==> src/rtl/ipd_pkg.sv <==
package ipd_pkg;

  // packet buffer depth, length byte included
  localparam int BUF_DEPTH = 256;
  localparam int ADDR_W    = (BUF_DEPTH > 1) ? $clog2(BUF_DEPTH) : 1;
  localparam int CNT_W     = 9;
  localparam logic [CNT_W-1:0] DEPTH_C = CNT_W'(BUF_DEPTH);

  localparam int KIND_W = 3;
  localparam logic [KIND_W-1:0] KIND_OK      = 3'd0;
  localparam logic [KIND_W-1:0] KIND_BAD_END = 3'd1;
  localparam logic [KIND_W-1:0] KIND_BAD_CHK = 3'd2;
  localparam logic [KIND_W-1:0] KIND_BAD_LEN = 3'd3;
  localparam logic [KIND_W-1:0] KIND_READ    = 3'd4;

  localparam logic REQ_BYTE = 1'b0;
  localparam logic REQ_READ = 1'b1;

  localparam logic CFG_HEAD = 1'b0;
  localparam logic CFG_END  = 1'b1;

  localparam logic [7:0] HEAD_RST = 8'd70;
  localparam logic [7:0] END_RST  = 8'd22;

  typedef struct packed {
    logic [KIND_W-1:0] kind;
    logic [7:0]        offending_byte;
    logic [CNT_W-1:0]  stored_count;
    logic [7:0]        declared_length;
    logic [7:0]        running_sum;
  } result_t;

endpackage

==> src/rtl/ipd_if.sv <==
interface ipd_in_if;
  logic       valid;
  logic       ready;
  logic       req_type;
  logic [7:0] rx_byte;
  logic [7:0] read_index;

  modport source (output valid, req_type, rx_byte, read_index, input ready);
  modport sink   (input valid, req_type, rx_byte, read_index, output ready);
  modport mon    (input valid, ready, req_type, rx_byte, read_index);
endinterface

interface ipd_out_if;
  logic                        valid;
  logic                        ready;
  logic [ipd_pkg::KIND_W-1:0]  result_kind;
  logic [7:0]                  offending_byte;
  logic [ipd_pkg::CNT_W-1:0]   stored_count;
  logic [7:0]                  declared_length;
  logic [7:0]                  running_sum;
  logic [7:0]                  expected_check;
  logic [7:0]                  read_data;

  modport source (output valid, result_kind, offending_byte, stored_count, declared_length,
                  running_sum, expected_check, read_data, input ready);
  modport sink   (input valid, result_kind, offending_byte, stored_count, declared_length,
                  running_sum, expected_check, read_data, output ready);
  modport mon    (input valid, ready, result_kind, offending_byte, stored_count,
                  declared_length, running_sum, expected_check, read_data);
endinterface

==> src/rtl/isp_packet_deframer.sv <==
// Packet deframer for a received byte stream with an 8-bit checksum.
// in_ch carries requests: req_type 0 hands in one received byte, req_type 1
// asks for packet buffer entry read_index. Frames are head byte, length L,
// L body bytes, end byte, checksum byte; the length byte and body land in a
// single-port-per-side buffer memory, entry 0 holding the length.
// out_ch carries at most one result per request: a packet verdict (ok, bad
// end byte, bad checksum, bad length) or the read data.
// cfg_we/cfg_index/cfg_data set the head and end marker bytes; write them
// only while the block is idle.
// Throughput: one request per cycle while in_ch.ready is high. A result
// passes through the registered memory read and s1 stage, then the output
// register. The stage between memory and output lets a request in while
// a result sits unclaimed; when both are full, in_ch.ready follows
// out_ch.ready.
// Reset (rst_n low, synchronous) drops any pending results, returns the
// parser to waiting for a head byte and restores the marker defaults. Buffer
// contents are not cleared; entries never written read back undefined.
module isp_packet_deframer (
  input  logic                          clk,
  input  logic                          rst_n,
  ipd_in_if.sink                        in_ch,
  ipd_out_if.source                     out_ch,
  input  logic                          cfg_we,
  input  logic                          cfg_index,
  input  logic [7:0]                    cfg_data
);

  localparam logic [2:0] PH_IDLE  = 3'd0;
  localparam logic [2:0] PH_LEN   = 3'd1;
  localparam logic [2:0] PH_BODY  = 3'd2;
  localparam logic [2:0] PH_END   = 3'd3;
  localparam logic [2:0] PH_CHECK = 3'd4;

  logic [2:0]                  phase_r, phase_nxt;
  logic [ipd_pkg::CNT_W-1:0]   cnt_r, cnt_nxt;
  logic [7:0]                  sum_r, sum_nxt;
  logic [7:0]                  len_r, len_nxt;
  logic [7:0]                  head_r, end_r;

  logic [7:0]                  mem [ipd_pkg::BUF_DEPTH];
  logic [7:0]                  mem_q_r;
  logic                        wr_en;
  logic [ipd_pkg::ADDR_W-1:0]  wr_addr;

  logic                        s1_v_r, s1_v_nxt;
  ipd_pkg::result_t            s1_r, s1_nxt;
  logic                        s1_rd_ok_r;
  logic                        out_v_r, out_v_nxt;
  ipd_pkg::result_t            out_r;
  logic [7:0]                  out_rd_r;

  logic                        in_acc, byte_acc, rd_acc, s1_adv, s1_load, emit;
  logic [7:0]                  b;
  logic                        hit;
  logic                        rd_ok;
  logic [ipd_pkg::CNT_W-1:0]   len_plus1, b_plus1, cnt_inc;
  logic [7:0]                  sum_b;
  ipd_pkg::result_t            em;

  assign s1_adv   = s1_v_r && (!out_v_r || out_ch.ready);
  assign in_ch.ready = !s1_v_r || s1_adv;
  assign in_acc   = in_ch.valid && in_ch.ready;
  assign byte_acc = in_acc && (in_ch.req_type == ipd_pkg::REQ_BYTE);
  assign rd_acc   = in_acc && (in_ch.req_type == ipd_pkg::REQ_READ);
  assign b        = in_ch.rx_byte;
  assign hit      = (b == head_r);
  assign sum_b    = sum_r + b;
  assign rd_ok    = {1'b0, in_ch.read_index} < ipd_pkg::DEPTH_C;
  assign len_plus1 = {1'b0, len_r} + 9'd1;
  assign b_plus1   = {1'b0, b} + 9'd1;
  assign cnt_inc   = (cnt_r < ipd_pkg::DEPTH_C) ? cnt_r + 9'd1 : cnt_r;

  // parser step for one received byte
  always_comb begin
    phase_nxt = phase_r;
    cnt_nxt   = cnt_r;
    sum_nxt   = sum_r;
    len_nxt   = len_r;
    wr_en     = 1'b0;
    wr_addr   = '0;
    emit      = 1'b0;
    em.kind            = ipd_pkg::KIND_OK;
    em.offending_byte  = b;
    em.stored_count    = cnt_r;
    em.declared_length = len_r;
    em.running_sum     = sum_r;
    unique case (phase_r)
      PH_IDLE: begin
        if (hit) begin
          cnt_nxt   = '0;
          sum_nxt   = b;
          phase_nxt = PH_LEN;
        end
      end
      PH_LEN: begin
        wr_en   = 1'b1;
        wr_addr = '0;
        cnt_nxt = 9'd1;
        sum_nxt = sum_b;
        len_nxt = b;
        if (b == 8'd0 || b_plus1 > ipd_pkg::DEPTH_C) begin
          emit               = 1'b1;
          em.kind            = ipd_pkg::KIND_BAD_LEN;
          em.stored_count    = 9'd1;
          em.declared_length = b;
          em.running_sum     = sum_b;
          // recheck the same byte as a head
          if (hit) begin
            cnt_nxt   = '0;
            sum_nxt   = b;
            phase_nxt = PH_LEN;
          end else begin
            phase_nxt = PH_IDLE;
          end
        end else begin
          phase_nxt = PH_BODY;
        end
      end
      PH_BODY: begin
        if (cnt_r < ipd_pkg::DEPTH_C) begin
          wr_en   = 1'b1;
          wr_addr = cnt_r[ipd_pkg::ADDR_W-1:0];
        end
        cnt_nxt = cnt_inc;
        sum_nxt = sum_b;
        if (len_plus1 <= cnt_inc) begin
          phase_nxt = PH_END;
        end
      end
      PH_END: begin
        if (b == end_r) begin
          sum_nxt   = sum_b;
          phase_nxt = PH_CHECK;
        end else begin
          emit    = 1'b1;
          em.kind = ipd_pkg::KIND_BAD_END;
          if (hit) begin
            cnt_nxt   = '0;
            sum_nxt   = b;
            phase_nxt = PH_LEN;
          end else begin
            phase_nxt = PH_IDLE;
          end
        end
      end
      PH_CHECK: begin
        emit = 1'b1;
        if (b == 8'(8'd0 - sum_r)) begin
          em.kind   = ipd_pkg::KIND_OK;
          phase_nxt = PH_IDLE;
        end else begin
          em.kind = ipd_pkg::KIND_BAD_CHK;
          if (hit) begin
            cnt_nxt   = '0;
            sum_nxt   = b;
            phase_nxt = PH_LEN;
          end else begin
            phase_nxt = PH_IDLE;
          end
        end
      end
      default: begin
        phase_nxt = PH_IDLE;
      end
    endcase
  end

  assign s1_load = rd_acc || (byte_acc && emit);

  always_comb begin
    if (rd_acc) begin
      s1_nxt      = '0;
      s1_nxt.kind = ipd_pkg::KIND_READ;
    end else begin
      s1_nxt = em;
    end
    if (s1_load) begin
      s1_v_nxt = 1'b1;
    end else if (s1_adv) begin
      s1_v_nxt = 1'b0;
    end else begin
      s1_v_nxt = s1_v_r;
    end
    if (s1_adv) begin
      out_v_nxt = 1'b1;
    end else if (out_ch.ready) begin
      out_v_nxt = 1'b0;
    end else begin
      out_v_nxt = out_v_r;
    end
  end

  // control state
  always_ff @(posedge clk) begin
    if (!rst_n) begin
      phase_r <= PH_IDLE;
      cnt_r   <= '0;
      sum_r   <= '0;
      head_r  <= ipd_pkg::HEAD_RST;
      end_r   <= ipd_pkg::END_RST;
      s1_v_r  <= 1'b0;
      out_v_r <= 1'b0;
    end else begin
      s1_v_r  <= s1_v_nxt;
      out_v_r <= out_v_nxt;
      if (byte_acc) begin
        phase_r <= phase_nxt;
        cnt_r   <= cnt_nxt;
        sum_r   <= sum_nxt;
      end
      if (cfg_we) begin
        unique case (cfg_index)
          ipd_pkg::CFG_HEAD: head_r <= cfg_data;
          ipd_pkg::CFG_END:  end_r  <= cfg_data;
          default: ;
        endcase
      end
    end
  end

  // packet buffer, registered read
  always_ff @(posedge clk) begin
    if (byte_acc && wr_en) begin
      mem[wr_addr] <= b;
    end
    if (rd_acc) begin
      mem_q_r <= mem[in_ch.read_index[ipd_pkg::ADDR_W-1:0]];
    end
  end

  // payload registers
  always_ff @(posedge clk) begin
    if (byte_acc) begin
      len_r <= len_nxt;
    end
    if (s1_load) begin
      s1_r       <= s1_nxt;
      s1_rd_ok_r <= rd_acc && rd_ok;
    end
    if (s1_adv) begin
      out_r    <= s1_r;
      out_rd_r <= (s1_r.kind == ipd_pkg::KIND_READ && s1_rd_ok_r) ? mem_q_r : 8'd0;
    end
  end

  assign out_ch.valid           = out_v_r;
  assign out_ch.result_kind     = out_r.kind;
  assign out_ch.offending_byte  = out_r.offending_byte;
  assign out_ch.stored_count    = out_r.stored_count;
  assign out_ch.declared_length = out_r.declared_length;
  assign out_ch.running_sum     = out_r.running_sum;
  assign out_ch.expected_check  = (out_r.kind == ipd_pkg::KIND_READ) ? 8'd0 :
                                  8'(8'd0 - out_r.running_sum);
  assign out_ch.read_data       = out_rd_r;

endmodule

==> src/flat_wrapper.sv <==
// flat-port wrapper written by rule: the top's interface ports become plain ports
module isp_packet_deframer_flat 
  (clk, rst_n, cfg_we, cfg_index, cfg_data, in_ch_valid, in_ch_req_type, in_ch_rx_byte, in_ch_read_index, in_ch_ready, out_ch_valid, out_ch_result_kind, out_ch_offending_byte, out_ch_stored_count, out_ch_declared_length, out_ch_running_sum, out_ch_expected_check, out_ch_read_data, out_ch_ready);
  ipd_in_if in_ch_i ();
  ipd_out_if out_ch_i ();
  input  logic clk;
  input  logic rst_n;
  input  logic cfg_we;
  input  logic cfg_index;
  input  logic [7:0] cfg_data;
  input wire logic [$bits(in_ch_i.valid)-1:0] in_ch_valid;
  input wire logic [$bits(in_ch_i.req_type)-1:0] in_ch_req_type;
  input wire logic [$bits(in_ch_i.rx_byte)-1:0] in_ch_rx_byte;
  input wire logic [$bits(in_ch_i.read_index)-1:0] in_ch_read_index;
  output wire logic [$bits(in_ch_i.ready)-1:0] in_ch_ready;
  output wire logic [$bits(out_ch_i.valid)-1:0] out_ch_valid;
  output wire logic [$bits(out_ch_i.result_kind)-1:0] out_ch_result_kind;
  output wire logic [$bits(out_ch_i.offending_byte)-1:0] out_ch_offending_byte;
  output wire logic [$bits(out_ch_i.stored_count)-1:0] out_ch_stored_count;
  output wire logic [$bits(out_ch_i.declared_length)-1:0] out_ch_declared_length;
  output wire logic [$bits(out_ch_i.running_sum)-1:0] out_ch_running_sum;
  output wire logic [$bits(out_ch_i.expected_check)-1:0] out_ch_expected_check;
  output wire logic [$bits(out_ch_i.read_data)-1:0] out_ch_read_data;
  input wire logic [$bits(out_ch_i.ready)-1:0] out_ch_ready;
  assign in_ch_i.valid = in_ch_valid;
  assign in_ch_i.req_type = in_ch_req_type;
  assign in_ch_i.rx_byte = in_ch_rx_byte;
  assign in_ch_i.read_index = in_ch_read_index;
  assign in_ch_ready = in_ch_i.ready;
  assign out_ch_valid = out_ch_i.valid;
  assign out_ch_result_kind = out_ch_i.result_kind;
  assign out_ch_offending_byte = out_ch_i.offending_byte;
  assign out_ch_stored_count = out_ch_i.stored_count;
  assign out_ch_declared_length = out_ch_i.declared_length;
  assign out_ch_running_sum = out_ch_i.running_sum;
  assign out_ch_expected_check = out_ch_i.expected_check;
  assign out_ch_read_data = out_ch_i.read_data;
  assign out_ch_i.ready = out_ch_ready;
  isp_packet_deframer u_core (.clk(clk), .rst_n(rst_n), .in_ch(in_ch_i), .out_ch(out_ch_i), .cfg_we(cfg_we), .cfg_index(cfg_index), .cfg_data(cfg_data));
endmodule
==> config.mk <==
export PLATFORM = sky130hd
export DESIGN_NAME = isp_packet_deframer_flat
export DESIGN_NICKNAME = d
export VERILOG_FILES = /design/src/rtl/ipd_pkg.sv /design/src/rtl/ipd_if.sv /design/src/rtl/isp_packet_deframer.sv /design/src/flat_wrapper.sv
export SDC_FILE = /design/constraint.sdc
export NUM_CORES = 2
export LEC_CHECK = 0
export ABC_AREA = 1
export BUFFER_PORTS_ARGS = -buffer_cell sky130_fd_sc_hd__buf_2
export CAP_MARGIN = 20
export CORE_MARGIN = 5
export CORE_UTILIZATION = 53
export CTS_CLUSTER_DIAMETER = 120
export DETAILED_ROUTE_END_ITERATION = 10
export PLACE_DENSITY = 0.71
export SYNTH_ARGS = -nofsm -noshare
export SYNTH_HDL_FRONTEND = slang
export SYNTH_SLANG_ARGS = --single-unit
==> constraint.sdc <==
create_clock -name clk -period 3 [get_ports clk]
set_input_delay 0 -clock clk [delete_from_list [all_inputs] [get_ports clk]]
set_output_delay 0 -clock clk [all_outputs]
set_load 0.01 [all_outputs]
==> results.yml <==
place:
  place.gp.congestion: 0.944
  dpl.hpwl_mm: 144
  place_area_mm2: 0.0948
  dp.cells: 9952
  numPortBuffers: 84
cts:
  cts_sinks: 2183
  path_clk_slew_ns: 0.07
  clock_latency_ns: 0.83
  cts_tree: "yes"
  ctsRootBufferMaster: "clkbuf_16"
  cts_buffers: 208
  htreeDepth: 4
  cts_buffer_depth: 3
drt:
  vias: 61300
  wl_mm: 240
  ant_nets: 0
  post-route-drc-count: 0
  dr.pass1.iters: 8
  vias_per_cell: 5.90
  drt_iter0_markers: 8093
  avgRoutedWirePerCell_um: 23.1
grt:
  grt_pass1_wl_mm: 358
  antenna_found_initial: 8
  grt.overflow.total: 0
  grt_pass1_vias: 58700
  grt_max_degree: 153
  grt_usage: 0.268
die:
  die_h_um: 421
  dieArea_mm2: 0.177
  io_pins: 85
  die_w_um: 421
  initial_core_util: 0.534
  core_mm2: 0.168
  row_count: 150
timing:
  finalHoldViolCount: 0
  finalSetupViolations: 0
  slew_headroom: 0.288
  setup-tns-final_ns: 0
  min_period_ns: 2.83
  fmax_ghz: 0.353
  slew_violations: 0
  max_slew.worst_pin.slew_ns: 1.07
  rsz0062_at_grt: "yes"
  skew_ns: 0.0272
  post-route-period-util: 0.944
power:
  p_sw_mw: 13.8
  ir_drop_mv: 0.603
  power_frac_comb: 0.061
  p_per_area_mw_per_mm2: 614
  power_leakage_nw: 36.5
  seqPwrFrac: 0.538
  clkPwrFrac: 0.401
  p_sw_frac: 0.221
  internal_power_mw: 48.6
setup_path:
  worstSetupPathType: "flop to flop"
  cp_max_fo: 16
  critPathArrivalTime_ns: 3.36
  worst_ep_required_time_ns: 3.52
  crit_path_end_kind: "flop"
  critPathLaunchType: "flop"
  r2r_slack_ns: 0.17
synthesis:
  synth_edf_count: 2145
  synth_area_mm2: 0.0895
  avgSynthCellArea_um2: 11.6
  synthCells: 7720
  ys_types: 41
  yosysWarnings: 0
  ys_seq_area_frac: 0.728
  synthArstFlopShare: 0
  synth_nets: 7773
  ys.flop_type: "edfxtp_1"
  ys_seq_elements: 2183
min_path:
  hold_path_class: "input pin to flop"
run:
  drv_cap: 0
layout:
  drive_gt1_frac: 0.103
  fin_area_mm2: 0.102
  area_growth_pct: 13.7
  fin_cells: 10400
  utilization: 0.607
  layout.nets: 8059
outcome:
  status: "finished, final reports clean"
[worst paths after layout]
check	cells past startpoint	from	end
setup / recovery	11	u_core.phase_r[2]	u_core.mem[95][0]
hold / removal	4	cfg_data[7]	u_core.head_r[7]
setup reg to reg	11	u_core.phase_r[2]	u_core.mem[95][0]
hold reg to reg	0	u_core.s1_r[13]	u_core.out_ch.declared_length[5]
[routing by layer]
metal / global-route usage / up-vias / part of all wire
met3: 0.0580 / 554 / 0.10
li1: - / 27800 / -
met4: 0.108 / 8 / 0.044
met1: 0.364 / 29600 / 0.39
met2: 0.425 / 3329 / 0.47
met5: 0 / - / 0.00020
[cells in the final DEF (no fill, tap or decap), types with 21 or more instances in the layout]
cell type / count
clkinv_1: 56
nor2_1: 363
dlygate4sd3_1: 46
o21ai_0: 53
edfxtp_1: 2145
nand3_1: 2063
clkbuf_16: 212
buf_4: 377
dfxtp_1: 38
buf_12: 66
buf_2: 72
ha_1: 21
clkinv_2: 42
clkbuf_1: 42
inv_1: 144
nand2_1: 2233
a21oi_1: 50
[worst max-delay path, cell delays in order, from the launching register on]
cell	delay, ns
dfxtp_1	0.40
nor2_4	0.16
inv_2	0.07
nor2_8	0.16
inv_4	0.10
nor2_8	0.13
nand2_1	0.09
nor2_2	0.47
nand2_1	0.25
buf_12	0.23
nor2_1	0.23
buf_4	0.21
[power groups by stage]
stage / combinational (mW) / clock [mW] / sequential, mW
2_1_floorplan: 2.00 / 0 / 34.2
3_3_place_gp: 3.62 / 0 / 34.2
3_5_place_dp: 3.69 / 0 / 34.2
4_1_cts: 3.76 / 25.3 / 33.6
5_1_grt: 4.11 / 26.5 / 33.6
6_report: 3.81 / 25.0 / 33.6
[logic make-up (layout without fill, tap and decap cells)]
group,Yosys count,after routing,share of synthesized area
buf+inv,652,1106,0.0301
other cells,0,1,0
xor+xnor,24,24,0.00235
compound gates,117,117,0.00698
fa+ha+maj,22,22,0.00316
flops,2183,2183,0.728
simple gates,4722,4722,0.229
[cell usage after synthesis (2+ instances only)]
master    instances  area share
o21a_1            3     0.00025
buf_6             4     0.00050
nor2_4            2     0.00025
dfxtp_1          38      0.0085
buf_1            76      0.0032
o31ai_1           2     0.00017
buf_2           163      0.0091
edfxtp_1       2145        0.72
a21oi_1          51      0.0029
inv_4             2     0.00014
nor3_1           19      0.0011
nand2_1        2234       0.094
ha_1             21      0.0029
nand2_2           9     0.00063
and2_1            8     0.00056
nor2_1          365       0.015
clkinv_1          2    0.000084
xnor2_1          12      0.0012
xor2_1           12      0.0012
nand3_1        2063        0.12
o211ai_1          3     0.00025
inv_2             6     0.00025
nor2_8            2     0.00045
nand4_1           9     0.00063
or2_2             2     0.00014
nor3b_1           3     0.00025
o21ai_0          54      0.0030
clkbuf_1        252       0.011
inv_1           146      0.0061
[per-stage QoR]
step	worst slack, ns	hold slack (ns)	power, mW
2_1_floorplan	0.610	0.0989	36.2
3_3_place_gp	-0.193	0.221	37.9
3_5_place_dp	-0.0223	0.241	37.9
4_1_cts	-0.000653	0.00205	62.6
5_1_grt	-0.0705	0.0592	64.2
6_report	0.167	0.0522	62.4
[repair_timing]
| action | 4_1_cts | 5_1_grt |
|---|---|---|
| pin swaps | 0 | 1 |
| buffers inserted | 0 | 2 |
| hold endpoints to repair | 1033 | 0 |
| endpoints found under the setup margin | 16 | 391 |
| hold buffers | 46 | 0 |
| gates resized for setup | 2 | 4 |
[flip-flops by register name, summed over array words and instances, names as in the netlist, 9 cells and up]
name	flops
u_core.mem	2048
u_core.s1_r	36
u_core.cnt_r	9
u_core.out_ch.stored_count	9
[layout make-up]
cell class / instances / area [um2]
antenna: 1 / 2.50
clock inverter: 124 / 966
tap: 2204 / 2760
inverter: 156 / 616
multi-input combinational: 4885 / 21600
clock buffer: 254 / 5460
fill: 12900 / 65800
timing repair buffer: 572 / 5140
sequential: 2183 / 65200
Power figures use the tool's default switching activity.
